### config.mk
export PLATFORM = sky130hd
export DESIGN_NAME = pwg_cfg
export DESIGN_NICKNAME = d
export VERILOG_FILES = /design/src/rtl/core/pwg_pkg.sv /design/src/rtl/core/pwg_cfg.sv
export SDC_FILE = /design/constraint.sdc
export NUM_CORES = 1
export LEC_CHECK = 0
export ABC_AREA = 1
export BUFFER_PORTS_ARGS = -buffer_cell sky130_fd_sc_hd__clkbuf_2
export CORE_MARGIN = 3
export CORE_UTILIZATION = 30
export CTS_BUF_LIST = sky130_fd_sc_hd__clkbuf_8
export CTS_CLUSTER_DIAMETER = 40
export DETAILED_ROUTE_END_ITERATION = 8
export GPL_ROUTABILITY_DRIVEN = 0
export PLACE_DENSITY = 0.53
export REMOVE_ABC_BUFFERS = 1
export SYNTH_ARGS = -nofsm -noshare
export SYNTH_HDL_FRONTEND = slang
export SYNTH_SLANG_ARGS = --single-unit
### constraint.sdc
create_clock -name i_clk -period 18.27 [get_ports i_clk]
set_input_delay 3.654 -clock i_clk [delete_from_list [all_inputs] [get_ports i_clk]]
set_output_delay 3.654 -clock i_clk [all_outputs]
set_load 0.02 [all_outputs]
### src/rtl/core/pwg_pkg.sv
// Shared types, constants and register codes for the horizontal Prewitt gradient block.
package pwg_pkg;

    localparam int MAX_WIDTH_DEF  = 1024;
    localparam int MAX_HEIGHT_DEF = 1024;
    localparam int WIDTH_RST      = 320;
    localparam int HEIGHT_RST     = 240;
    localparam int MIN_DIM        = 3;
    localparam int CFG_FIELD_W    = 11;
    localparam int APB_ADDR_W     = 3;
    localparam int APB_DATA_W     = 32;
    localparam int CHAN_W         = 8;
    localparam int PIX_W          = 3 * CHAN_W;
    localparam int SUM_W          = CHAN_W + 2;
    localparam int PROD_W         = 2 * SUM_W;
    // floor(d/3) == (d*683) >> 11 for every d up to 765
    localparam int DIV3_MUL       = 683;
    localparam int DIV3_SHIFT     = 11;

    typedef enum logic {
        REG_WIDTH  = 1'b0,
        REG_HEIGHT = 1'b1
    } t_reg_idx;

    typedef enum logic {
        FUNC_PIXEL = 1'b0,
        FUNC_DRAIN = 1'b1
    } t_func;

    typedef logic [PIX_W-1:0] t_pix;

    typedef struct packed {
        t_func             func;
        logic [CHAN_W-1:0] red_in;
        logic [CHAN_W-1:0] green_in;
        logic [CHAN_W-1:0] blue_in;
    } t_in_beat;

    typedef struct packed {
        logic [CHAN_W-1:0] red_out;
        logic [CHAN_W-1:0] green_out;
        logic [CHAN_W-1:0] blue_out;
        logic              frame_last;
    } t_out_beat;

    // Edge handling and emit flags of one window position
    typedef struct packed {
        logic emit;
        logic row_top;
        logic row_bot;
        logic col_left;
        logic col_right;
        logic frame_last;
    } t_edge_ctl;

endpackage

### src/rtl/core/pwg_cfg.sv
// APB register file holding frame width, height and the derived pixel total.
module pwg_cfg
    import pwg_pkg::*;
#(
    parameter int MAX_WIDTH  = MAX_WIDTH_DEF,
    parameter int MAX_HEIGHT = MAX_HEIGHT_DEF,
    localparam int WW = $clog2(MAX_WIDTH + 1),
    localparam int HW = $clog2(MAX_HEIGHT + 1),
    localparam int EW = $clog2(MAX_WIDTH * MAX_HEIGHT + 1)
) (
    input  logic                  i_clk,
    input  logic                  i_rst_n,
    input  logic                  psel,
    input  logic                  penable,
    input  logic                  pwrite,
    input  logic [APB_ADDR_W-1:0] paddr,
    input  logic [APB_DATA_W-1:0] pwdata,
    output logic [APB_DATA_W-1:0] prdata,
    output logic                  pready,
    output logic [WW-1:0]         o_width,
    output logic [HW-1:0]         o_height,
    output logic [EW-1:0]         o_total,
    output logic                  o_restart
);

    localparam int W_RST = (WIDTH_RST < MAX_WIDTH) ? WIDTH_RST : MAX_WIDTH;
    localparam int H_RST = (HEIGHT_RST < MAX_HEIGHT) ? HEIGHT_RST : MAX_HEIGHT;

    function automatic logic [31:0] sat_dim(input logic [CFG_FIELD_W-1:0] v, input int hi);
        logic [31:0] x;
        x = 32'(v);
        if (x < 32'(MIN_DIM)) begin
            x = 32'(MIN_DIM);
        end
        if (x > 32'(hi)) begin
            x = 32'(hi);
        end
        return x;
    endfunction

    logic [WW-1:0]    r_width, n_width;
    logic [HW-1:0]    r_height, n_height;
    logic [EW-1:0]    r_total, n_total;
    logic [WW+HW-1:0] prod;
    logic             wr;
    t_reg_idx         idx;

    assign wr     = psel && penable && pwrite;
    assign idx    = t_reg_idx'(paddr[2]);
    assign pready = 1'b1;

    always_comb begin
        n_width  = r_width;
        n_height = r_height;
        if (wr) begin
            case (idx)
                REG_WIDTH:  n_width  = WW'(sat_dim(pwdata[CFG_FIELD_W-1:0], MAX_WIDTH));
                REG_HEIGHT: n_height = HW'(sat_dim(pwdata[CFG_FIELD_W-1:0], MAX_HEIGHT));
                default: ;
            endcase
        end
        prod    = {{HW{1'b0}}, n_width} * {{WW{1'b0}}, n_height};
        n_total = prod[EW-1:0];
    end

    always_comb begin
        case (idx)
            REG_WIDTH:  prdata = APB_DATA_W'(r_width);
            REG_HEIGHT: prdata = APB_DATA_W'(r_height);
            default:    prdata = '0;
        endcase
    end

    always_ff @(posedge i_clk) begin
        if (!i_rst_n) begin
            r_width  <= WW'(W_RST);
            r_height <= HW'(H_RST);
            r_total  <= EW'(W_RST * H_RST);
        end else begin
            r_width  <= n_width;
            r_height <= n_height;
            r_total  <= n_total;
        end
    end

    assign o_width   = r_width;
    assign o_height  = r_height;
    assign o_total   = r_total;
    assign o_restart = wr;

endmodule

==> out/results.txt <==
Die width = 146.3 um
Pwr dens = 55.02 mW/mm2
Yosys cell types = 29
Reg2reg setup slack = 13.07 ns
Total number of vias = 4913
DR pass1 iterations = 6
Met3 usage = 2.576%
Tcrit/Tclk final = 50.36%
Design area = 0.006545 mm2
Final setup vio count = 0
Synth Area per Inst = 7.444 um2
Area Growth Syn to Fin = 10.87%
Synth cell count leaders = nand2_1, inv_1, fa_1
Clk slew on worst S/H paths = 0.10 ns
Layout cells sized above 1 = 14.05%
Final Util = 34.41%
Post-Syn Area = 0.005903 mm2
Most used routing layer = met2
Final min period = 9.200 ns
Die area = 0.02140 mm2
Dpl cell area = 0.006449 mm2
Crit. Startpoint = paddr[2]
Crit. End Element = flop
Residual DRC count = 0
Sum of buffers and inverters on the critical path = 8
Hold Vio Cnt, Final = 0
Starting density of the core = 31.04%
Critical Path, Cell by Cell = clkbuf_2 > inv_2 > nand4_4 > inv_2 > nand3_1 > nand2_1 > inv_1 > nand2_1 > fa_1 > fa_1 > inv_1 > fa_1 > fa_1 > inv_1 > fa_1 > inv_1 > ha_1 > a21oi_1 > o21ai_0 > inv_1 > nand2_1 > nand2_1 > a21o_1 > nand3_1
Fmax = 0.1087 GHz
Placed wire-length estimate = 12.63 mm
Synth async-reset ratio = 0%
Top cells by area, synth = fa_1, dfxtp_1, nand2_1, ha_1, inv_1
Syn Inst Count = 793
Worst Setup Start Kind = primary input
GR Util All Layers = 14.86%
Drt initial violations = 240
Met1 Use GR = 21.80%
Fin nets = 1036
Final Max Tran Viols = 0
I/O Pins = 117
CP arrival = 9.40 ns
Max Fanout on Critical Path = 15
Top-area cell type share of the netlist area = 26.79%
Synth Warn # = 0
Pwr Total = 360.1 uW
H-tree level count = 2
Status = finished clean
Kind of critical path = primary input to flop
Die H = 146.3 um
Ys flop type = dfxtp_1
Max cap viols = 0
Vias per Instance = 4.383
Vias in the first global route = 4918
DRT antenna net count = 0
Number of port buffers = 71
Hold_sp = o_width[5]$_SDFF_PN0_
Antenna diodes = 0
Cell family with most CP delay = adder cells
HP Class = flop to flop
Yosys reg bits = 43
Standby leakage power = 3.603 nW
Met2 Track Usage GR = 22.64%
Post-CTS Setup Bufs = 0
Post-synth EDFFs = 0
CP max stage cell = fa_1
Worst EP required = 18.47 ns
Final sum of negative setup slack = 0 ns
Normalized max-slew margin = 39.27%
Leading area contributor after synthesis = fa_1
Post-CTS Hold Buffers = 0
CTS Buffer Depth = 2
Reg2reg start = o_width[3]$_SDFF_PN0_
CP max stage delay = 0.56 ns
Clock sink count = 43
Clock skew = 0.01050 ns
CTS-repair resized insts = 0
Initial antenna violation count = 0
RSZ-0062 raised after global routing = no
Max IR drop VDD = 0.00004920 V
CTS tree = built
Sequential area share after synthesis = 14.58%
Core Region = 0.01902 mm2
CTS Buf Count = 5
Num rows = 50
Worst Max-Slew Pin Slew = 0.9099 ns
Routed wire length = 15.18 mm
Clock latency at the later pin of the worst-skew pair = 0.32 ns
Fillers = 2094
Grt total ovfl = 0
Largest net degree at the start of global routing = 25
DR WL/cell = 13.54 um
Most frequent cell after synthesis = nand2_1
Clock root buffer master = clkbuf_8
First-pass GRT wire length = 25.77 mm
==> cells in the final DEF, fill, tap and decap left out, drive strengths merged, types with 2 or more instances in the layout <==
master  instances
nor3            3
dfxtp          43
inv           162
a21oi          59
conb           22
buf             3
xnor2           2
nand2         206
fa             79
ha             57
o21a            2
o21ai          22
nand4           5
nor2           72
clkbuf         77
nand3          44
==> path summary, 6_finish.rpt <==
kind | end | cells past startpoint
setup / recovery | o_total[13]$_SDFF_PN1_ | 24
hold / removal | o_width[5]$_SDFF_PN0_ | 2
setup reg to reg | o_total[17]$_SDFF_PN0_ | 16
hold reg to reg | o_width[5]$_SDFF_PN0_ | 2
==> metrics by stage <==
step                      setup WS (ns)  std cells  hold WS [ns]
after global placement            8.648       1113        0.5747
after floorplan                   9.616        779        0.6266
after global routing              8.575       1121        0.6300
final                             9.070       1121        0.5872
after detailed placement          8.694       1113        0.5741
after CTS                         9.021       1121        0.5870
==> report_power, final <==
group | switching (mW) | total, mW | internal [mW]
sequential | 0.00402 | 0.108 | 0.104
clock | 0.0384 | 0.0694 | 0.0310
combinational | 0.122 | 0.183 | 0.0605
==> worst reg2reg max path, cell delays in order (launching register included) <==
cell	delay (ns)
dfxtp_1	0.35
o21ai_2	0.48
a21oi_1	0.13
fa_1	0.54
fa_1	0.55
fa_1	0.54
fa_1	0.55
inv_1	0.05
fa_1	0.52
inv_1	0.04
ha_1	0.36
a21oi_1	0.38
o21ai_0	0.21
a21oi_1	0.20
nand3_1	0.09
nand2_1	0.06
nor2_1	0.05
==> per-layer routing <==
metal  wire, um  up-vias  share of wire, %
li1           -     2509                 -
met1       7579     2271                50
met2       6590      119                43
met3        825       14               5.4
met4        185        0               1.2
met5          0        -                 0
==> area by class of cell <==
type	count	area, um2	area share [%]
clock buffer	6	82.58	1.262
inverter	161	604.3	9.233
sequential	43	860.8	13.15
tap	260	325.3	4.970
clock inverter	2	13.76	0.2103
multi-input combinational	575	4280	65.40
timing repair buffer	74	377.9	5.773
==> registers in the layout, summed over array words and instances, names as in the netlist <==
name / flops
o_height: 11
o_total: 21
o_width: 11
==> logic make-up (layout without fill, tap and decap cells) <==
group | Yosys count | after routing | synth area share [%]
and+or+nand+nor | 330 | 330 | 24.23
AOI/OAI and AO/OA | 84 | 84 | 7.567
buffers and inverters | 195 | 243 | 14.18
adders and majority gates | 136 | 136 | 38.87
DFF | 43 | 43 | 14.58
xor gates and xnor gates | 3 | 3 | 0.4452
other | 2 | 22 | 0.1272
(Power assumes the default switching activity.)
