<file path="src/rtl/core/pwg_pkg.sv">
// Shared types, constants and register codes for the horizontal Prewitt gradient block.
package pwg_pkg;

    localparam int MAX_WIDTH_DEF  = 1024;
    localparam int MAX_HEIGHT_DEF = 1024;
    localparam int WIDTH_RST      = 320;
    localparam int HEIGHT_RST     = 240;
    localparam int MIN_DIM        = 3;
    localparam int CFG_FIELD_W    = 11;
    localparam int APB_ADDR_W     = 3;
    localparam int APB_DATA_W     = 32;
    localparam int CHAN_W         = 8;
    localparam int PIX_W          = 3 * CHAN_W;
    localparam int SUM_W          = CHAN_W + 2;
    localparam int PROD_W         = 2 * SUM_W;
    // floor(d/3) == (d*683) >> 11 for every d up to 765
    localparam int DIV3_MUL       = 683;
    localparam int DIV3_SHIFT     = 11;

    typedef enum logic {
        REG_WIDTH  = 1'b0,
        REG_HEIGHT = 1'b1
    } t_reg_idx;

    typedef enum logic {
        FUNC_PIXEL = 1'b0,
        FUNC_DRAIN = 1'b1
    } t_func;

    typedef logic [PIX_W-1:0] t_pix;

    typedef struct packed {
        t_func             func;
        logic [CHAN_W-1:0] red_in;
        logic [CHAN_W-1:0] green_in;
        logic [CHAN_W-1:0] blue_in;
    } t_in_beat;

    typedef struct packed {
        logic [CHAN_W-1:0] red_out;
        logic [CHAN_W-1:0] green_out;
        logic [CHAN_W-1:0] blue_out;
        logic              frame_last;
    } t_out_beat;

    // Edge handling and emit flags of one window position
    typedef struct packed {
        logic emit;
        logic row_top;
        logic row_bot;
        logic col_left;
        logic col_right;
        logic frame_last;
    } t_edge_ctl;

endpackage

</file>
<file path="src/rtl/core/pwg_grad.sv">
// Window registers, per-channel gradient, divide by three, clamp and output register.
module pwg_grad
    import pwg_pkg::*;
(
    input  logic      i_clk,
    input  logic      i_rst_n,
    input  logic      i_a_adv,
    input  t_pix      i_top,
    input  t_pix      i_mid,
    input  t_pix      i_bot,
    input  t_edge_ctl i_ctl,
    output logic      o_b_free,
    output logic      o_out_valid,
    output t_out_beat o_out,
    input  logic      i_out_ready
);

    // index = column * 3 + row; columns left, center, right; rows top, mid, bottom
    t_pix      r_win [9];
    logic      r_b_valid;
    t_edge_ctl r_b_ctl;
    logic      r_out_valid;
    t_out_beat r_out, n_out;
    logic      en_o, b_adv;

    assign en_o     = !r_out_valid || i_out_ready;
    assign b_adv    = r_b_valid && en_o;
    assign o_b_free = !r_b_valid || en_o;

    always_ff @(posedge i_clk) begin
        if (i_a_adv) begin
            for (int i = 0; i < 6; i++) begin
                r_win[i] <= r_win[i+3];
            end
            r_win[6] <= i_top;
            r_win[7] <= i_mid;
            r_win[8] <= i_bot;
            r_b_ctl  <= i_ctl;
        end
    end

    always_ff @(posedge i_clk) begin
        if (!i_rst_n) begin
            r_b_valid <= 1'b0;
        end else if (i_a_adv) begin
            r_b_valid <= i_ctl.emit;
        end else if (b_adv) begin
            r_b_valid <= 1'b0;
        end
    end

    always_comb begin
        t_pix              lt, lm, lb, rt, rm, rb;
        logic [SUM_W-1:0]  sum_l, sum_r, diff;
        logic [PROD_W-1:0] prod;
        logic [CHAN_W-1:0] q [3];
        int                sh;
        lt = r_win[0];
        lm = r_win[1];
        lb = r_win[2];
        rt = r_win[6];
        rm = r_win[7];
        rb = r_win[8];
        // replicate the edge column, then the center row at top and bottom
        if (r_b_ctl.col_left) begin
            lt = r_win[3];
            lm = r_win[4];
            lb = r_win[5];
        end
        if (r_b_ctl.col_right) begin
            rt = r_win[3];
            rm = r_win[4];
            rb = r_win[5];
        end
        if (r_b_ctl.row_top) begin
            lt = lm;
            rt = rm;
        end
        if (r_b_ctl.row_bot) begin
            lb = lm;
            rb = rm;
        end
        for (int k = 0; k < 3; k++) begin
            sh    = (2 - k) * CHAN_W;
            sum_r = SUM_W'(rt[sh +: CHAN_W]) + SUM_W'(rm[sh +: CHAN_W])
                  + SUM_W'(rb[sh +: CHAN_W]);
            sum_l = SUM_W'(lt[sh +: CHAN_W]) + SUM_W'(lm[sh +: CHAN_W])
                  + SUM_W'(lb[sh +: CHAN_W]);
            diff  = (sum_r > sum_l) ? (sum_r - sum_l) : '0;
            prod  = PROD_W'(diff) * PROD_W'(DIV3_MUL);
            q[k]  = prod[DIV3_SHIFT +: CHAN_W];
        end
        n_out.red_out    = q[0];
        n_out.green_out  = q[1];
        n_out.blue_out   = q[2];
        n_out.frame_last = r_b_ctl.frame_last;
    end

    always_ff @(posedge i_clk) begin
        if (!i_rst_n) begin
            r_out_valid <= 1'b0;
        end else if (b_adv) begin
            r_out_valid <= 1'b1;
        end else if (i_out_ready) begin
            r_out_valid <= 1'b0;
        end
    end

    always_ff @(posedge i_clk) begin
        if (b_adv) begin
            r_out <= n_out;
        end
    end

    assign o_out_valid = r_out_valid;
    assign o_out       = r_out;

    a_no_overwrite: assert property (@(posedge i_clk) disable iff (!i_rst_n)
        r_b_valid && !b_adv |-> !i_a_adv)
        else $error("window shifted under a pending result");

endmodule

</file>
<file path="config.mk">
export PLATFORM = sky130hd
export DESIGN_NAME = pwg_grad
export DESIGN_NICKNAME = d
export VERILOG_FILES = /design/src/rtl/core/pwg_pkg.sv /design/src/rtl/core/pwg_grad.sv
export SDC_FILE = /design/constraint.sdc
export NUM_CORES = 1
export LEC_CHECK = 0
export ABC_AREA = 1
export BUFFER_PORTS_ARGS = -buffer_cell sky130_fd_sc_hd__buf_2
export CAP_MARGIN = 20
export CORE_MARGIN = 2
export CORE_UTILIZATION = 25
export DETAILED_ROUTE_END_ITERATION = 6
export PLACE_DENSITY = 0.4
export SLEW_MARGIN = 0
export SYNTH_ARGS = -nofsm -noshare
export SYNTH_HDL_FRONTEND = slang
export SYNTH_SLANG_ARGS = --single-unit
export TNS_END_PERCENT = 20
</file>
<file path="constraint.sdc">
create_clock -name i_clk -period 8.97 [get_ports i_clk]
set_input_delay 1.794 -clock i_clk [delete_from_list [all_inputs] [get_ports i_clk]]
set_output_delay 1.794 -clock i_clk [all_outputs]
set_load 0.05 [all_outputs]
</file>
==> impl_metrics.ini, run 1 <==
[floorplanning]
fp.dieH_um = 284
fp.dieArea_um2 = 80500
io_pins = 109
die_w_um = 284
start_util_pct = 25.3
core_um2 = 77500
num_rows = 102

[clocking]
cts_buffers = 34
cts.path.max_buffers = 3
cts_hold_buf = 0
path_clk_slew_ns = 0.06
insertion_delay_ns = 0.58
cts_tree = yes
cts-root-buf = clkbuf_16
cts.htree.levels = 2
clock-sinks = 248

[flow_run]
maxCapViolations = 0

[cells_and_area]
multiInputGateArea_um2 = 10800
drive_above_1_share_pct = 10.9
syn2layout_area_growth_pct = 15.6
num_antenna_cells = 0
nFillCells = 8144
layout.nets = 2567
final-seq-area_um2 = 7430

[worst_setup_path]
end_kind = flip-flop
criticalPathCategory = flip-flop to flip-flop
crit_arrival_ns = 8.64
cp_max_fo = 37
slowest_delay_ns = 0.52
cp_slowest_cell = edfxtp_1
start_kind = flip-flop
cp.required_ns = 9.26
cp_common_cell = nand2_1

[global_route]
grt_pass1_wl_um = 79600
grt_max_degree = 91
grt_overflow = 0
grt_pass1_vias = 14400
track_usage_pct = 12.4
antenna_found_initial = 0

[placed_design]
routabilityCongestion = 0.808
hpwl_um = 37900
io_buffer_count = 108
place_ws_ns = 0.452

[yosys]
syn_inst = 2005
yosys_warnings = 0
synth_area_um2 = 19600
synth_cell_type_count = 43
syn_nets = 2453
synth_seq_cells = 248
seq_area_frac_synth_pct = 38.0
syn_avg_cell_area_um2 = 9.76

[sta]
skew_ns = 0.0351
slew_headroom_pct = 33.6
setup_viol = 0
hold_viol_final = 0
fin_crit_ns = 8.35
clock.fmax_mhz = 120
setup_tns_ns = 0
finalWorstSetupSlack_ns = 0.623
slew_violations = 0
worstMarginPinSlew_ns = 0.996
post-route-period-util_pct = 93.1
rsz0062_at_grt = true

[detailed_routing]
wl_um = 49400
vias = 13800
routedWlPerCell_um = 15.5
drt_iter0_markers = 682
detail_route.first_pass.iterations = 4
drc = 0
via_per_inst = 4.33
ant_nets = 0

[hold_path]
worstHoldPathType = flip-flop to flip-flop

[status]
outcome = finished, final reports clean
[final cells by class]
cell class	instances	share of cell area, %
Multi-Input combinational cell	1394	47.7
Sequential cell	248	32.8
Tap cell	1040	5.75
Inverter	313	5.22
Clock buffer	38	3.83
Timing Repair Buffer	128	3.46
Clock inverter	23	1.19
[critical path, delay by kind of cell (launching register included)]
family          cells  cell delay (ns)
fa+ha+maj           9             3.67
simple gates       12             1.50
compound gates      7             1.39
xor+xnor            2             0.29
flops               1             0.52
buf+inv             5             0.63
[Yosys cell counts, drive strengths merged]
| library cell | count | share of area (%) |
|---|---|---|
| a211oi | 5 | 0.19 |
| a21boi | 2 | 0.077 |
| a21o | 5 | 0.20 |
| a21oi | 179 | 4.6 |
| a221oi | 1 | 0.045 |
| a22oi | 72 | 2.8 |
| a31oi | 3 | 0.096 |
| buf | 6 | 0.12 |
| clkbuf | 44 | 0.84 |
| dfxtp | 2 | 0.20 |
| edfxtp | 246 | 38 |
| fa | 120 | 12 |
| ha | 246 | 16 |
| inv | 313 | 6.0 |
| nand2 | 389 | 7.6 |
| nand3 | 72 | 2.0 |
| nand4 | 10 | 0.43 |
| nor2 | 64 | 1.4 |
| nor3 | 11 | 0.31 |
| nor3b | 2 | 0.077 |
| nor4 | 2 | 0.064 |
| o21a | 5 | 0.19 |
| o21ai | 114 | 3.0 |
| o21bai | 10 | 0.42 |
| o22ai | 1 | 0.032 |
| or2 | 7 | 0.22 |
| xnor2 | 19 | 0.85 |
| xor2 | 55 | 2.5 |
[logic make-up (layout without fill, tap and decap cells)]
family                   Yosys count  after routing  share of synthesized area, %
AO/OA/AOI/OAI                    397            397                          11.6
buffers and inverters            363            502                          6.97
XOR/XNOR                          74             74                          3.35
adder cells (fa/ha/maj)          366            366                          28.0
flip-flops                       248            248                          38.0
AND/OR/NAND/NOR                  557            557                          12.1
[metrics by stage]
stage                     instance area (um2)  hold WS (ns)  instances  utilization, %
final                                   22600         0.419       3184            29.2
after CTS                               22600         0.426       3182            29.1
after global routing                    22600         0.429       3184            29.2
after global placement                  21400         0.403       3121            27.7
after detailed placement                21400         0.416       3121            27.7
after floorplan                         19600         0.400       2005               -
[what timing repair did]
action	CTS	global route
hold endpoints to repair	0	0
setup buffers	0	2
gates resized for setup	0	25
setup endpoints to repair	0	20
[worst paths after layout]
kind	from	endpoint	slack (ns)	cells past startpoint
setup / recovery	r_b_ctl[1]	o_out[23]	0.62	35
hold / removal	n_out[0]	o_out[0]	0.42	0
setup reg to reg	r_b_ctl[1]	o_out[23]	0.62	35
hold reg to reg	n_out[0]	o_out[0]	0.42	0
[cells in the final DEF (no fill, tap or decap), drive strengths merged, types with 3 or more instances in the layout]
cell type / Yosys / routed
o21ai: 114 / 114
bufinv: 0 / 3
a21oi: 179 / 179
nand3: 72 / 72
xnor2: 19 / 19
a22oi: 72 / 72
o21bai: 10 / 10
edfxtp: 246 / 246
nand4: 10 / 10
nand2: 389 / 389
nor2: 64 / 64
nor3: 11 / 11
xor2: 55 / 55
fa: 120 / 120
a21o: 5 / 5
ha: 246 / 246
clkbuf: 44 / 38
a211oi: 5 / 5
a31oi: 3 / 3
o21a: 5 / 5
clkinv: 0 / 16
buf: 6 / 128
inv: 313 / 315
or2: 7 / 7
[flip-flops by register name (all words and copies together) (netlist names)]
name	flops
n_out	1
o_out	25
o_out_valid	1
r_b_ctl	4
r_b_valid	1
r_win	216
[metal layers]
| metal | routed length [um] | vias to the layer above | track usage, % |
|---|---|---|---|
| met2 | 22600 | 188 | 20.1 |
| met4 | 923 | 0 | 2.92 |
| met1 | 24300 | 6508 | 17.2 |
| li1 | - | 7044 | - |
| met5 | 0 | - | 0 |
| met3 | 1590 | 52 | 1.82 |
Power of run 1 is left out: the tool's default activity adds up to more than one toggle a clock period on the data nets, which glitch-free logic cannot reach.
==> run 2, diff against run 1 <==
- PLACE_DENSITY: 0.4 -> 0.43
- clock period: 8.97 -> 7.35 ns (I/O delays scaled with it)
==> run 2 against run 1 <==
Compared with the run above:
- the run now ends with negative setup slack left
- critical path depth increased by 6
- flip-flop and latch count unchanged
- final area increased by 26%
- largest cell class unchanged
- global-route usage increased by 0.86 points
- count of clock-buffer cells in the layout increased by 3
- die area unchanged
- critical path type unchanged
- setup slack got worse by 0.74 ns
- utilization increased by 7.6 points
==> impl_metrics.ini, run 2 (same netlist as run 1, synthesis figures left out) <==
[detailed_routing]
detail_route.first_pass.iterations = 4
drc = 0
ant_nets = 0
via_per_inst = 4.33
routedWlPerCell_um = 15.3
drt_iter0_markers = 674
wl_um = 54900
vias = 15600

[cells_and_area]
top_register = r_win
layout.nets = 2982
final_cell_mix = 380 x buf_4, 332 x nand2_1, 273 x inv_1
syn2layout_area_growth_pct = 45.8
mostFrequentLayoutCell = buf_4
fin_cells = 3601
largest_register_ffs = 216
drive_above_1_share_pct = 39.3

[sta]
slew_violations = 0
skew_ns = 0.0368
fin_crit_ns = 7.47
clock.fmax_mhz = 134
post-route-period-util_pct = 102
finalWorstSetupSlack_ns = -0.118
whs_ns = 0.416
slew_headroom_pct = 36.0
hold_viol_final = 0
worstMarginPinSlew_ns = 0.960
setup_viol = 8
rsz0062_at_grt = true

[hold_path]
whs_path_depth = 0
worstHoldPathType = flip-flop to flip-flop
hp-start = n_out[0]
worstHoldEndpoint = o_out[0]

[worst_setup_path]
slowest_delay_ns = 0.58
critical-path-top-delay-family = adder cells
cp_common_cell = inv_2
cp_num_buf_inv = 11
r2r_slack_ns = -0.12
reg2reg_from = r_b_ctl[2]
reg2reg_depth = 41
cp_max_fo = 6
crit_arrival_ns = 7.78
start_kind = flip-flop
criticalPathCategory = flip-flop to flip-flop
r2r_end = o_out[21]
end_kind = flip-flop
cp.required_ns = 7.67
cp_slowest_cell = fa_1

[status]
violations = negative setup slack
outcome = complete, but fails checks

[clocking]
cts.htree.levels = 2
insertion_delay_ns = 0.58
clock-sinks = 248
path_clk_slew_ns = 0.05
cts-root-buf = clkbuf_16
cts_tree = yes
cts_buffers = 35
cts.path.max_buffers = 3

[global_route]
grt_max_degree = 152
antenna_found_initial = 1
grt_overflow = 0
track_usage_pct = 13.2
grt_pass1_wl_um = 85300
grt_pass1_vias = 16100

[floorplanning]
die_w_um = 284
fp.dieH_um = 284
fp.dieArea_um2 = 80500
num_rows = 102
start_util_pct = 25.3
io_pins = 109
core_um2 = 77500

[flow_run]
maxCapViolations = 0

[placed_design]
routabilityCongestion = 0.819
dp_cells = 3456
io_buffer_count = 108
hpwl_um = 40300
[run 2: cell types whose count changed in the layout (fill, tap and decap cells not counted), moves of 35 or more]
cell,previous run,this run
ha_1,246,165
buf_4,12,380
inv_1,308,273
nand2_1,378,332
a21oi_2,4,53
ha_4,0,78
a21oi_1,174,109
o21ai_0,96,38
[run 2: routing by layer]
layer	share of wire (%)	up-vias	global-route usage (%)
met5	0	-	0
met3	3.0	56	2.03
met2	47	179	22.2
met1	48	7468	17.9
li1	-	7893	-
met4	1.7	0	2.90
[run 2: stage by stage]
step | utilization, % | area [um2] | setup slack (ns) | TNS (ns)
final | 36.8 | 28500 | -0.118 | -0.400
after global routing | 36.8 | 28500 | -0.457 | -8.49
after CTS | 35.0 | 27100 | -0.0423 | -0.204
after detailed placement | 31.1 | 24100 | -0.573 | -9.61
after global placement | 31.1 | 24100 | -0.523 | -8.21
after floorplan | - | 19700 | -0.00404 | -0.00404
[run 2: how the worst max path moves through the flow]
stage                     startpoint         to  slack (ns)  cells after the start
after CTS                 r_b_ctl[1]  o_out[13]       -0.04                     40
after floorplan           r_b_ctl[1]  o_out[14]      -0.004                     39
after global routing      r_b_ctl[4]  o_out[14]       -0.46                     40
after detailed placement  r_b_ctl[2]  o_out[23]       -0.57                     37
after global placement    r_b_ctl[3]  o_out[24]       -0.52                     39
final                     r_b_ctl[2]  o_out[21]       -0.12                     41
[run 2: repair_timing]
| item | CTS | global route |
|---|---|---|
| pin swaps | 127 | 204 |
| hold buffers | 0 | 0 |
| setup buffers | 31 | 45 |
| gates resized for setup | 301 | 237 |
| gates cloned | 6 | 3 |
| endpoints found under the setup margin | 24 | 24 |
| endpoints found under the hold margin | 0 | 0 |
[run 2: worst reg2reg max path: cells and delay by family, from the launching register on]
family	cells	cell delay, ns
fa+ha+maj	10	3.68
simple gates	12	1.09
buf+inv	11	0.99
compound gates	7	0.98
flops	1	0.41
xor+xnor	1	0.06
[run 2: layout make-up]
type / instances / area, um2
diodes: 1 / 2.50
clock buffers: 41 / 898
clock inverters: 22 / 315
fillers: 7702 / 48900
inverters: 313 / 1220
multi-input cells: 1394 / 13100
flip-flops and latches: 248 / 7430
well taps: 1040 / 1300
repair buffers: 541 / 4270
repair inverters: 1 / 7.51
Power of run 2 is left out for the same reason.
