===== src/rtl/core/pwg_pkg.sv =====
// Shared types, constants and register codes for the horizontal Prewitt gradient block.
package pwg_pkg;

    localparam int MAX_WIDTH_DEF  = 1024;
    localparam int MAX_HEIGHT_DEF = 1024;
    localparam int WIDTH_RST      = 320;
    localparam int HEIGHT_RST     = 240;
    localparam int MIN_DIM        = 3;
    localparam int CFG_FIELD_W    = 11;
    localparam int APB_ADDR_W     = 3;
    localparam int APB_DATA_W     = 32;
    localparam int CHAN_W         = 8;
    localparam int PIX_W          = 3 * CHAN_W;
    localparam int SUM_W          = CHAN_W + 2;
    localparam int PROD_W         = 2 * SUM_W;
    // floor(d/3) == (d*683) >> 11 for every d up to 765
    localparam int DIV3_MUL       = 683;
    localparam int DIV3_SHIFT     = 11;

    typedef enum logic {
        REG_WIDTH  = 1'b0,
        REG_HEIGHT = 1'b1
    } t_reg_idx;

    typedef enum logic {
        FUNC_PIXEL = 1'b0,
        FUNC_DRAIN = 1'b1
    } t_func;

    typedef logic [PIX_W-1:0] t_pix;

    typedef struct packed {
        t_func             func;
        logic [CHAN_W-1:0] red_in;
        logic [CHAN_W-1:0] green_in;
        logic [CHAN_W-1:0] blue_in;
    } t_in_beat;

    typedef struct packed {
        logic [CHAN_W-1:0] red_out;
        logic [CHAN_W-1:0] green_out;
        logic [CHAN_W-1:0] blue_out;
        logic              frame_last;
    } t_out_beat;

    // Edge handling and emit flags of one window position
    typedef struct packed {
        logic emit;
        logic row_top;
        logic row_bot;
        logic col_left;
        logic col_right;
        logic frame_last;
    } t_edge_ctl;

endpackage


===== src/rtl/core/pwg_seq.sv =====
// Input sequencer: raster counters, edge flags, line store read-modify-write with forwarding.
module pwg_seq
    import pwg_pkg::*;
#(
    parameter int MAX_WIDTH  = MAX_WIDTH_DEF,
    parameter int MAX_HEIGHT = MAX_HEIGHT_DEF,
    localparam int WW = $clog2(MAX_WIDTH + 1),
    localparam int HW = $clog2(MAX_HEIGHT + 1),
    localparam int EW = $clog2(MAX_WIDTH * MAX_HEIGHT + 1),
    localparam int CW = $clog2(MAX_WIDTH),
    localparam int RW = $clog2(MAX_HEIGHT + 2)
) (
    input  logic             i_clk,
    input  logic             i_rst_n,
    input  logic [WW-1:0]    i_width,
    input  logic [HW-1:0]    i_height,
    input  logic [EW-1:0]    i_total,
    input  logic             i_restart,
    input  logic             i_in_valid,
    input  t_in_beat         i_in,
    output logic             o_in_ready,
    input  logic             i_b_free,
    output logic             o_rd_en,
    output logic [CW-1:0]    o_rd_addr,
    input  logic [2*PIX_W-1:0] i_rd_data,
    output logic             o_wr_en,
    output logic [CW-1:0]    o_wr_addr,
    output logic [2*PIX_W-1:0] o_wr_data,
    output logic             o_a_adv,
    output t_pix             o_top,
    output t_pix             o_mid,
    output t_pix             o_bot,
    output t_edge_ctl        o_ctl
);

    logic [CW-1:0]      r_col;
    logic [RW-1:0]      r_row;
    logic [EW-1:0]      r_emitted;
    logic               r_a_valid;
    logic [CW-1:0]      r_a_addr;
    t_pix               r_a_bot;
    t_edge_ctl          r_a_ctl;
    logic               r_fwd;
    logic [2*PIX_W-1:0] r_fwd_data;

    logic               a_adv, accept, take, done, drain;
    logic [31:0]        c32, r32, h32;
    t_pix               bot;
    t_edge_ctl          ctl;
    logic [2*PIX_W-1:0] eff;

    assign a_adv      = r_a_valid && i_b_free;
    assign o_in_ready = !r_a_valid || i_b_free;
    assign accept     = i_in_valid && o_in_ready;

    assign c32   = 32'(r_col);
    assign r32   = 32'(r_row);
    assign h32   = 32'(i_height);
    assign done  = r32 >= h32;
    assign drain = i_in.func == FUNC_DRAIN;
    // drop a drain that arrives before the frame's last pixel
    assign take  = accept && !(drain && !done);
    assign bot   = done ? '0 : {i_in.red_in, i_in.green_in, i_in.blue_in};

    // window center sits one column behind the incoming pixel, wrapping to the previous row
    always_comb begin
        ctl.emit       = (r32 >= 32'd2) || (r32 == 32'd1 && c32 >= 32'd1);
        ctl.row_top    = (c32 == 32'd0) ? (r32 == 32'd2) : (r32 == 32'd1);
        ctl.row_bot    = (c32 == 32'd0) ? (r32 == h32 + 32'd1) : (r32 == h32);
        ctl.col_left   = c32 == 32'd1;
        ctl.col_right  = c32 == 32'd0;
        ctl.frame_last = ctl.emit && (32'(r_emitted) + 32'd1 >= 32'(i_total));
    end

    always_ff @(posedge i_clk) begin
        if (!i_rst_n) begin
            r_col     <= '0;
            r_row     <= '0;
            r_emitted <= '0;
        end else if (i_restart || (take && ctl.frame_last)) begin
            r_col     <= '0;
            r_row     <= '0;
            r_emitted <= '0;
        end else if (take) begin
            if (ctl.emit) begin
                r_emitted <= r_emitted + EW'(1);
            end
            if (c32 + 32'd1 >= 32'(i_width)) begin
                r_col <= '0;
                r_row <= r_row + RW'(1);
            end else begin
                r_col <= r_col + CW'(1);
            end
        end
    end

    always_ff @(posedge i_clk) begin
        if (!i_rst_n) begin
            r_a_valid <= 1'b0;
            r_fwd     <= 1'b0;
        end else if (take) begin
            r_a_valid <= 1'b1;
            // same entry written back this cycle: the read returns stale data
            r_fwd     <= a_adv && (r_col == r_a_addr);
        end else if (a_adv) begin
            r_a_valid <= 1'b0;
        end
    end

    always_ff @(posedge i_clk) begin
        if (take) begin
            r_a_addr   <= r_col;
            r_a_bot    <= bot;
            r_a_ctl    <= ctl;
            r_fwd_data <= o_wr_data;
        end
    end

    assign eff       = r_fwd ? r_fwd_data : i_rd_data;
    assign o_rd_en   = take;
    assign o_rd_addr = r_col;
    assign o_wr_en   = a_adv;
    assign o_wr_addr = r_a_addr;
    assign o_wr_data = {eff[PIX_W-1:0], r_a_bot};
    assign o_a_adv   = a_adv;
    assign o_top     = eff[2*PIX_W-1:PIX_W];
    assign o_mid     = eff[PIX_W-1:0];
    assign o_bot     = r_a_bot;
    assign o_ctl     = r_a_ctl;

    a_col_bound: assert property (@(posedge i_clk) disable iff (!i_rst_n)
        32'(r_col) < 32'(i_width))
        else $error("column counter beyond frame width");

    a_row_bound: assert property (@(posedge i_clk) disable iff (!i_rst_n)
        32'(r_row) <= 32'(i_height) + 32'd1)
        else $error("row counter beyond drain range");

    a_last_restart: assert property (@(posedge i_clk) disable iff (!i_rst_n)
        take && ctl.frame_last |=> r_col == '0 && r_row == '0 && r_emitted == '0)
        else $error("frame end did not restart counters");

endmodule


===== config.mk =====
export PLATFORM = sky130hd
export DESIGN_NAME = pwg_seq
export DESIGN_NICKNAME = d
export VERILOG_FILES = /design/src/rtl/core/pwg_pkg.sv /design/src/rtl/core/pwg_seq.sv
export SDC_FILE = /design/constraint.sdc
export NUM_CORES = 1
export LEC_CHECK = 0
export BUFFER_PORTS_ARGS = -buffer_cell sky130_fd_sc_hd__buf_2
export CORE_MARGIN = 4
export CORE_UTILIZATION = 40
export CTS_BUF_LIST = sky130_fd_sc_hd__clkbuf_8
export CTS_CLUSTER_SIZE = 14
export DETAILED_ROUTE_END_ITERATION = 8
export GPL_ROUTABILITY_DRIVEN = 0
export PLACE_DENSITY = 0.71
export SLEW_MARGIN = 20
export SYNTH_ARGS = -nofsm -noshare
export SYNTH_HDL_FRONTEND = slang
export SYNTH_SLANG_ARGS = --single-unit

===== constraint.sdc =====
create_clock -name i_clk -period 5.4 [get_ports i_clk]
set_input_delay 0 -clock i_clk [delete_from_list [all_inputs] [get_ports i_clk]]
set_output_delay 0 -clock i_clk [all_outputs]
set_load 0.02 [all_outputs]

==> out/qor.yml, run 1 <==
min_from: "i_height[8]"
cp_cell_sequence: "ha_1 > nand3_1 > nor4_2 > and2_2 > nand2_1 > xnor2_1 > ha_1 > nand4_1 > nor4_1 > nand2b_1 > a221oi_1 > a2111oi_4 > buf_4 > a211oi_1"
ys_ff_latch: 132
clock.fmax_ghz: 0.243
slowest_stage: "buf_4"
yosysSeqAreaShare_pct: 41.5
hold_depth: 3
drtAntennaViolNets: 0
required_ns: 5.66
cap_violations: 0
highest_layer: "met4"
fin_crit_sh_pct: 76.1
regArea_sq_um: 3520
dr_wl_met3_mm: 1.20
vias: 7089
ys.flop_type: "edfxtp_1"
die_y_um: 154
cts_tree: "built"
num-fill-cells: 1923
setup_viol: 0
num_io_pins: 271
viasPerCell: 5.31
path_buf_inv: 1
drt-pass1-iter-count: 5
coreArea_sq_um: 21000
grt_pass1_vias: 6914
worstMarginPinSlew_ns: 1.10
numCtsBuffers: 17
clk_pin_slew_ns: 0.08
slowest_delay_ns: 0.54
wl_met1_mm: 10.2
dpl_cell_area_sq_um: 9590
leakagePower_nw: 4.35
drcViolationCount: 0
initial_core_util_pct: 40.5
wl_per_cell_um: 17.6
multi_input_area_sq_um: 4100
drt_iter0_markers: 492
wl_met2_mm: 11.6
grt_max_degree: 86
min_to: "o_ctl[3]"
clock_sinks: 132
rr_endpoint: "r_emitted[3]"
synth-edff-count: 88
power_mw: 2.32
ir_worst_vdd_uv: 106
antenna_cells: 0
areaGrowthSynthToFinish_pct: 23.9
std_cell_rows: 53
rsz0062_at_grt: "false"
rr_worst_depth: 14
syn_inst: 796
syn_area_sq_um: 8480
hold_slack_ns: 0.183
synth_async_sr_flop_share_pct: 0
final_util_pct: 50.2
yosys_warnings: 0
powerDensity_nw_per_um2: 220
path_common_cell: "ha_1"
die_x_um: 154
dp_hpwl_mm: 16.9
fin_area_sq_um: 10500
syn-num-nets: 969
routed_wirelength_mm: 23.4
criticalPathCategory: "reg -> reg"
drive_gt1_share_pct: 37.6
crit_arrival_ns: 4.37
synth.distinct_cells: 70
clock_skew_ns: 0.0113
io_buffers: 270
finalMaxSlewViolations: 0
grt_util_all_layers_pct: 19.2
crit_family: "simple AND/OR/NAND/NOR gates"
reg2reg_slack_ns: 1.29
cts_setup_buffers: 0
crit_fanout: 42
grt_pass1_wl_mm: 36.8
worstHoldPathType: "in -> reg"
nNetsFinal: 1220
end_kind: "flop"
antenna_found_initial: 0
finalHoldViolations: 0
cts_max_level: 4
die_area_sq_um: 23600
r2r-start: "r_emitted[0]"
setup.worst_path.start_class: "flop"
status: "finished clean"
overflow: 0
tns_ns: 0
min_period_ns: 4.11
clockBufferDepth: 2
clock_latency_ns: 0.44
clockRootBuffer: "clkbuf_8"
max-slew-margin-rel_pct: 26.4
syn_area_per_cell_sq_um: 10.7
[placed cells by master (no fill, tap or decap), drive strengths merged, types with 9 or more instances in the layout]
cell type,netlist,layout
a211oi,43,43
xor2,22,22
xnor2,27,27
ha,52,52
a21oi,12,12
dfxtp,44,44
nand3,23,23
nand4,31,31
o31ai,25,25
nor3,12,12
buf,70,276
edfxtp,88,88
dlygate4sd3,0,51
and2,34,34
or4,29,29
o21ai,19,19
mux2,48,48
inv,56,59
and3,9,9
nand2,38,38
nor2,21,21
clkbuf,24,17
[registers in the layout, indices dropped and copies added, names as in the netlist]
| name | flops |
|---|---|
| o_wr_addr | 10 |
| r_a_valid | 1 |
| r_fwd | 1 |
| r_fwd_data | 48 |
| o_rd_addr | 10 |
| r_row | 11 |
| o_ctl | 6 |
| r_emitted | 21 |
| o_bot | 24 |
[per-stage QoR]
step | worst slack, ns | std cells
after floorplan | 0.886 | 796
after global placement | 1.47 | 1252
after detailed placement | 1.33 | 1252
after CTS | 1.30 | 1335
after global routing | 0.846 | 1335
final | 1.29 | 1335
[cells in the mapped netlist, types with 22 or more instances]
| master | number | area (sq um) |
|---|---|---|
| o31ai_1 | 25 | 188 |
| ha_1 | 52 | 651 |
| buf_4 | 50 | 375 |
| xnor2_1 | 27 | 236 |
| and2_1 | 31 | 194 |
| nand2_1 | 30 | 113 |
| mux2_2 | 48 | 541 |
| edfxtp_1 | 88 | 2640 |
| xor2_1 | 22 | 193 |
| inv_1 | 55 | 206 |
| dfxtp_1 | 44 | 881 |
| nand4_1 | 31 | 194 |
| a211oi_1 | 28 | 210 |
| or4_1 | 26 | 195 |
[repair_timing]
action	CTS	global route
gates resized for setup	0	0
hold buffers	51	0
hold endpoints to repair	50	0
[worst max-delay path by stage]
| stage | start | endpoint | slack [ns] | cells after the start |
|---|---|---|---|---|
| floorplan | r_row[0] | o_bot[0] | 0.89 | 8 |
| global placement | r_emitted[0] | o_rd_addr[2] | 1.47 | 14 |
| detailed placement | r_emitted[0] | o_rd_addr[5] | 1.33 | 14 |
| CTS | r_emitted[0] | r_emitted[3] | 1.30 | 14 |
| global route | r_emitted[0] | o_rd_addr[4] | 0.85 | 14 |
| finish | r_emitted[0] | r_emitted[3] | 1.29 | 14 |
[per-layer routing]
layer / global-route usage (%) / vias to the layer above
met5: 0 / -
met4: 6.48 / 0
met1: 25.0 / 3392
met2: 32.7 / 245
met3: 2.93 / 33
li1: - / 3419
[tightest hold or removal path, stage by stage]
cell	delay (ns)
buf_2	0.14
a32oi_1	0.21
o41ai_1	0.10
[layout make-up]
class                      instances  area share (%)
clock buffer                      17            2.23
clock inverter                    15            1.73
inverter                          56            2.02
multi-input combinational        513            39.0
sequential                       132            33.5
tap                              275            3.27
timing repair buffer             327            18.3
[report_power, final]
| group | leakage (nW) | switching (mW) | internal, mW | total [mW] |
|---|---|---|---|---|
| Combinational | 2.98 | 0.190 | 0.131 | 0.321 |
| Clock | 0.197 | 0.413 | 0.460 | 0.873 |
| Sequential | 1.18 | 0.0140 | 1.11 | 1.12 |
| Total | 4.35 | 0.617 | 1.70 | 2.32 |
[kinds of logic (layout without fill, tap and decap cells)]
family,count (synthesis),count (layout),share of synthesized area (%)
flops,132,132,41.5
fa+ha+maj,52,52,7.67
simple gates,223,223,15.5
buf+inv,151,415,10.5
xor+xnor,49,49,5.06
mux,49,49,6.49
compound gates,140,140,13.3
(Power assumes the default switching activity.)
==> run 2: changes to the inputs <==
--- a/config.mk
+++ b/config.mk
@@ -12,7 +12,7 @@
 export CTS_CLUSTER_SIZE = 14
 export DETAILED_ROUTE_END_ITERATION = 8
 export GPL_ROUTABILITY_DRIVEN = 0
-export PLACE_DENSITY = 0.71
+export PLACE_DENSITY = 0.68
 export SLEW_MARGIN = 20
 export SYNTH_ARGS = -nofsm -noshare
 export SYNTH_HDL_FRONTEND = slang
==> constraint.sdc (replaced) <==
create_clock -name i_clk -period 3.93 [get_ports i_clk]
set_input_delay 0 -clock i_clk [delete_from_list [all_inputs] [get_ports i_clk]]
set_output_delay 0 -clock i_clk [all_outputs]
set_load 0.02 [all_outputs]
==> out/qor.yml, run 2 (same netlist as run 1, synthesis figures left out) <==
status: "finished clean"
std_cell_rows: 53
worstHoldPathType: "in -> reg"
coreArea_sq_um: 21000
crit_fanout: 21
drive_gt1_share_pct: 38.7
clock_skew_ns: 0.0152
antenna_found_initial: 1
min_to: "o_ctl[3]"
viasPerCell: 5.31
cap_violations: 0
drcViolationCount: 0
setup_viol: 0
die_area_sq_um: 23600
largest_register_ffs: 48
initial_core_util_pct: 40.5
hold_depth: 3
drt-pass1-iter-count: 5
fin_ws_ns: 0.216
required_ns: 4.24
wl_per_cell_um: 17.9
final_util_pct: 50.9
die_x_um: 154
cts_max_level: 4
tns_ns: 0
die_y_um: 154
grt_util_all_layers_pct: 19.8
fin_crit_sh_pct: 94.5
numCtsBuffers: 17
setup.worst_path.start_class: "flop"
overflow: 0
leakagePower_nw: 4.47
slowest_delay_ns: 0.42
num_io_pins: 271
slowest_stage: "dfxtp_1"
clockBufferDepth: 2
clock.fmax_ghz: 0.269
layout_commonest_cell: "buf_2"
vias: 7148
io_buffers: 270
nNetsFinal: 1232
end_kind: "flop"
ir_worst_vdd_uv: 154
worstMarginPinSlew_ns: 0.981
crit_arrival_ns: 4.02
grt_max_degree: 87
clock_latency_ns: 0.46
powerDensity_nw_per_um2: 300
dpl_cell_area_sq_um: 9670
criticalPathCategory: "reg -> reg"
max-slew-margin-rel_pct: 34.6
r2r-start: "r_emitted[0]"
finalHoldViolations: 0
clk_pin_slew_ns: 0.08
areaGrowthSynthToFinish_pct: 25.6
grt_pass1_wl_mm: 37.7
min_from: "i_height[8]"
path_buf_inv: 3
place_ws_ns: 0.226
clock_sinks: 132
routed_wirelength_mm: 24.1
cp_cell_sequence: "ha_1 > nand3_2 > nor4_4 > and2_2 > nand2_1 > xnor2_1 > ha_1 > nand4_1 > nor4_1 > nand2b_1 > a221oi_1 > buf_4 > a2111oi_4 > buf_4 > buf_8 > a211oi_1"
min_period_ns: 3.71
drtAntennaViolNets: 0
clockRootBuffer: "clkbuf_8"
largest_register: "r_fwd_data"
grt_pass1_vias: 6902
reg2reg_slack_ns: 0.22
fin_area_sq_um: 10700
rr_endpoint: "r_emitted[20]"
cts_tree: "built"
drt_iter0_markers: 544
dp_hpwl_mm: 17.5
crit_family: "simple AND/OR/NAND/NOR gates"
finalMaxSlewViolations: 0
power_mw: 3.20
final_cell_mix: "buf_2, edfxtp_1, inv_1, ha_1, dlygate4sd3_1"
rr_worst_depth: 16
-- run 2: worst max path at each step --
| stage | slack [ns] | startpoint | cells after the start | endpoint |
|---|---|---|---|---|
| 6_report | 0.22 | r_emitted[0] | 16 | r_emitted[20] |
| 5_1_grt | -0.009 | r_emitted[12] | 13 | r_emitted[20] |
| 4_1_cts | 0.22 | r_emitted[0] | 15 | r_row[4] |
| 3_5_place_dp | 0.23 | r_emitted[0] | 15 | o_rd_addr[2] |
| 3_3_place_gp | 0.32 | r_emitted[0] | 14 | o_rd_addr[2] |
| 2_1_floorplan | 0.11 | o_rd_addr[2] | 15 | o_rd_addr[6] |
-- run 2: timing repair --
item | 4_1_cts | 5_1_grt
endpoints found under the hold margin | 50 | 0
setup endpoints to repair | 0 | 42
buffers inserted | 0 | 1
resized for setup | 0 | 9
hold buffers | 51 | 0
-- run 2: metrics by stage --
| step | hold slack (ns) | instances |
|---|---|---|
| after detailed placement | 0.281 | 1262 |
| after global placement | 0.277 | 1262 |
| after floorplan | 0.147 | 796 |
| after CTS | 0.0918 | 1344 |
| after global routing | 0.109 | 1347 |
| final | 0.118 | 1347 |
-- run 2: layer usage --
metal / routed length, um / part of all wire [%] / vias to the layer above / track usage [%]
li1: - / - / 3435 / -
met5: 0 / 0 / - / 0
met1: 10100 / 42 / 3435 / 24.7
met3: 1380 / 5.7 / 41 / 4.33
met4: 601 / 2.5 / 0 / 6.52
met2: 12000 / 50 / 237 / 34.1
-- run 2: area by class of cell --
class	count	area, sq um
clock inverter	14	176
timing repair buffer	339	2030
antenna	1	2.50
tap	275	344
multi-input combinational	513	4130
sequential	132	3530
clock buffer	17	234
fill	1901	10300
inverter	56	213
-- run 2: where the power goes --
part	leakage [nW]	internal [mW]	total (mW)	switching, mW
registers	1.18	1.52	1.54	0.0191
logic	3.09	0.181	0.441	0.260
clock network	0.203	0.631	1.22	0.586
total	4.47	2.34	3.20	0.865
-- run 2: worst register-to-register path, stage by stage, from the launching register on --
cell and delay (ns):
dfxtp_1 0.42, ha_1 0.26, nand3_2 0.17, nor4_4 0.38
and2_2 0.22, nand2_1 0.07, xnor2_1 0.13, ha_1 0.31
nand4_1 0.13, nor4_1 0.27, nand2b_1 0.13, a221oi_1 0.08
buf_4 0.17, a2111oi_4 0.32, buf_4 0.20, buf_8 0.23
a211oi_1 0.09
==> run 3: changes to the inputs <==
--- a/config.mk
+++ b/config.mk
@@ -6,13 +6,15 @@
 export NUM_CORES = 1
 export LEC_CHECK = 0
 export BUFFER_PORTS_ARGS = -buffer_cell sky130_fd_sc_hd__buf_2
+export CELL_PAD_IN_SITES_DETAIL_PLACEMENT = 0
+export CELL_PAD_IN_SITES_GLOBAL_PLACEMENT = 1
 export CORE_MARGIN = 4
 export CORE_UTILIZATION = 40
 export CTS_BUF_LIST = sky130_fd_sc_hd__clkbuf_8
 export CTS_CLUSTER_SIZE = 14
 export DETAILED_ROUTE_END_ITERATION = 8
 export GPL_ROUTABILITY_DRIVEN = 0
-export PLACE_DENSITY = 0.68
+export PLACE_DENSITY = 0.85
 export SLEW_MARGIN = 20
 export SYNTH_ARGS = -nofsm -noshare
 export SYNTH_HDL_FRONTEND = slang
==> out/qor.yml, run 3 (same netlist as run 1, synthesis figures left out) <==
hold_depth: 3
antenna_found_initial: 1
clock.fmax_ghz: 0.271
criticalPathCategory: "reg -> reg"
regArea_sq_um: 3520
fin_ws_ns: 0.238
ir_worst_vdd_uv: 188
rr_endpoint: "r_emitted[17]"
min_to: "r_row[9]"
end_kind: "flop"
coreArea_sq_um: 21000
final_cell_mix: "buf_2, edfxtp_1, inv_1, ha_1, dlygate4sd3_1"
min_period_ns: 3.69
io_buffers: 270
die_y_um: 154
die_x_um: 154
clockRootBuffer: "clkbuf_8"
powerDensity_nw_per_um2: 293
multi_input_area_sq_um: 4120
clock_latency_ns: 0.45
clockBufferDepth: 2
fin_crit_sh_pct: 94.0
viasPerCell: 5.23
setup_viol: 0
drt_iter0_markers: 499
crit_arrival_ns: 4.01
reg2reg_slack_ns: 0.24
die_area_sq_um: 23600
clk_pin_slew_ns: 0.08
wl_per_cell_um: 18.2
cap_violations: 0
dp_hpwl_mm: 17.8
required_ns: 4.24
grt_max_degree: 53
numCtsBuffers: 17
clkPwrFrac_pct: 36.3
rsz0062_at_grt: "false"
largest_register_ffs: 48
leakagePower_nw: 4.47
initial_core_util_pct: 40.5
grt_pass1_wl_mm: 38.1
nNetsFinal: 1236
max-slew-margin-rel_pct: 29.1
std_cell_rows: 53
grt_util_all_layers_pct: 20.0
clock_sinks: 132
combPwrFrac_pct: 14.3
netSwitchingFraction_pct: 28.8
layout_commonest_cell: "buf_2"
overflow: 0
status: "finished clean"
finalHoldViolations: 0
grt_pass1_vias: 6924
areaGrowthSynthToFinish_pct: 25.7
min_from: "i_restart"
p_switching_mw: 0.897
routed_wirelength_mm: 24.6
vias: 7065
num-fill-cells: 1945
drtAntennaViolNets: 0
place_ws_ns: 0.140
worstMarginPinSlew_ns: 1.06
setup.worst_path.start_class: "flop"
num_io_pins: 271
cts_tree: "built"
internal_power_mw: 2.22
antenna_cells: 0
rr_worst_depth: 14
largest_register: "r_fwd_data"
cts_max_level: 4
worstHoldPathType: "in -> reg"
drt-pass1-iter-count: 5
finalMaxSlewViolations: 0
r2r-start: "r_emitted[0]"
clock_skew_ns: 0.0125
tns_ns: 0
pwr-share-seq_pct: 49.4
drive_gt1_share_pct: 38.8
drcViolationCount: 0
crit_fanout: 21
[run 3: changes by cell type in the layout (fill, tap and decap cells not counted), sizes merged]
cell,change
clkinvlp,-2
buf,+4
diode,-1
inv,+5
bufinv,-2
[run 3: worst max path at each step]
| stage | depth (start not counted) | startpoint | slack [ns] | endpoint |
|---|---|---|---|---|
| finish | 14 | r_emitted[0] | 0.24 | r_emitted[17] |
| global route | 15 | r_emitted[0] | 0.00004 | r_emitted[1] |
| CTS | 13 | r_emitted[0] | 0.11 | o_rd_addr[5] |
| detailed placement | 13 | r_emitted[0] | 0.14 | o_rd_addr[2] |
| global placement | 13 | r_emitted[0] | 0.33 | o_rd_addr[2] |
| floorplan | 15 | o_rd_addr[2] | 0.11 | o_rd_addr[6] |
[run 3: cell type report]
| cell class | count | share of cell area, % |
|---|---|---|
| timing repair buffer | 343 | 19.5 |
| multi-input combinational | 513 | 38.6 |
| clock inverter | 15 | 1.36 |
| sequential | 132 | 33.1 |
| inverter | 56 | 2.00 |
| clock buffer | 17 | 2.19 |
| tap | 275 | 3.23 |
[run 3: timing repair]
item | 4_1_cts | 5_1_grt
gates resized for setup | 0 | 7
hold endpoints to repair | 50 | 0
hold buffers | 51 | 0
setup buffers | 0 | 1
setup endpoints to repair | 0 | 42
[run 3: power by group through the flow]
stage               logic, mW  clock network (mW)  registers, mW
global route            0.480                1.22           1.55
floorplan               0.243                   0           1.59
CTS                     0.443                1.16           1.54
detailed placement      0.399                   0           1.57
finish                  0.445                1.13           1.54
global placement        0.395                   0           1.57
[run 3: critical path, stage by stage (launching register included)]
cell and delay (ns):
dfxtp_1 0.43, ha_2 0.26, nand3_2 0.16, nor4_4 0.35, and2_2 0.28, nand2_1 0.09, xnor2_1 0.14, ha_1 0.30
nand3_1 0.12, nor4_1 0.40, a221oi_2 0.16, a2111oi_4 0.35, buf_4 0.22, buf_8 0.23, a211oi_1 0.07
[run 3: metal layers]
layer	global-route usage, %	up-vias	wire length [um]
li1	-	3450	-
met5	0	-	11
met4	5.85	2	398
met2	33.9	222	12300
met1	25.9	3358	10500
met3	4.14	33	1380
[run 3: per-stage QoR]
stage / power, mW / cell area (sq um) / std cells / util, % / hold WS, ns
finish: 3.12 / 10700 / 1351 / 50.9 / 0.135
CTS: 3.14 / 10600 / 1347 / 50.5 / 0.114
floorplan: 1.83 / 8490 / 796 / - / 0.147
global route: 3.25 / 10700 / 1351 / 50.9 / 0.133
global placement: 1.97 / 9690 / 1264 / 46.2 / 0.276
detailed placement: 1.97 / 9690 / 1264 / 46.2 / 0.280
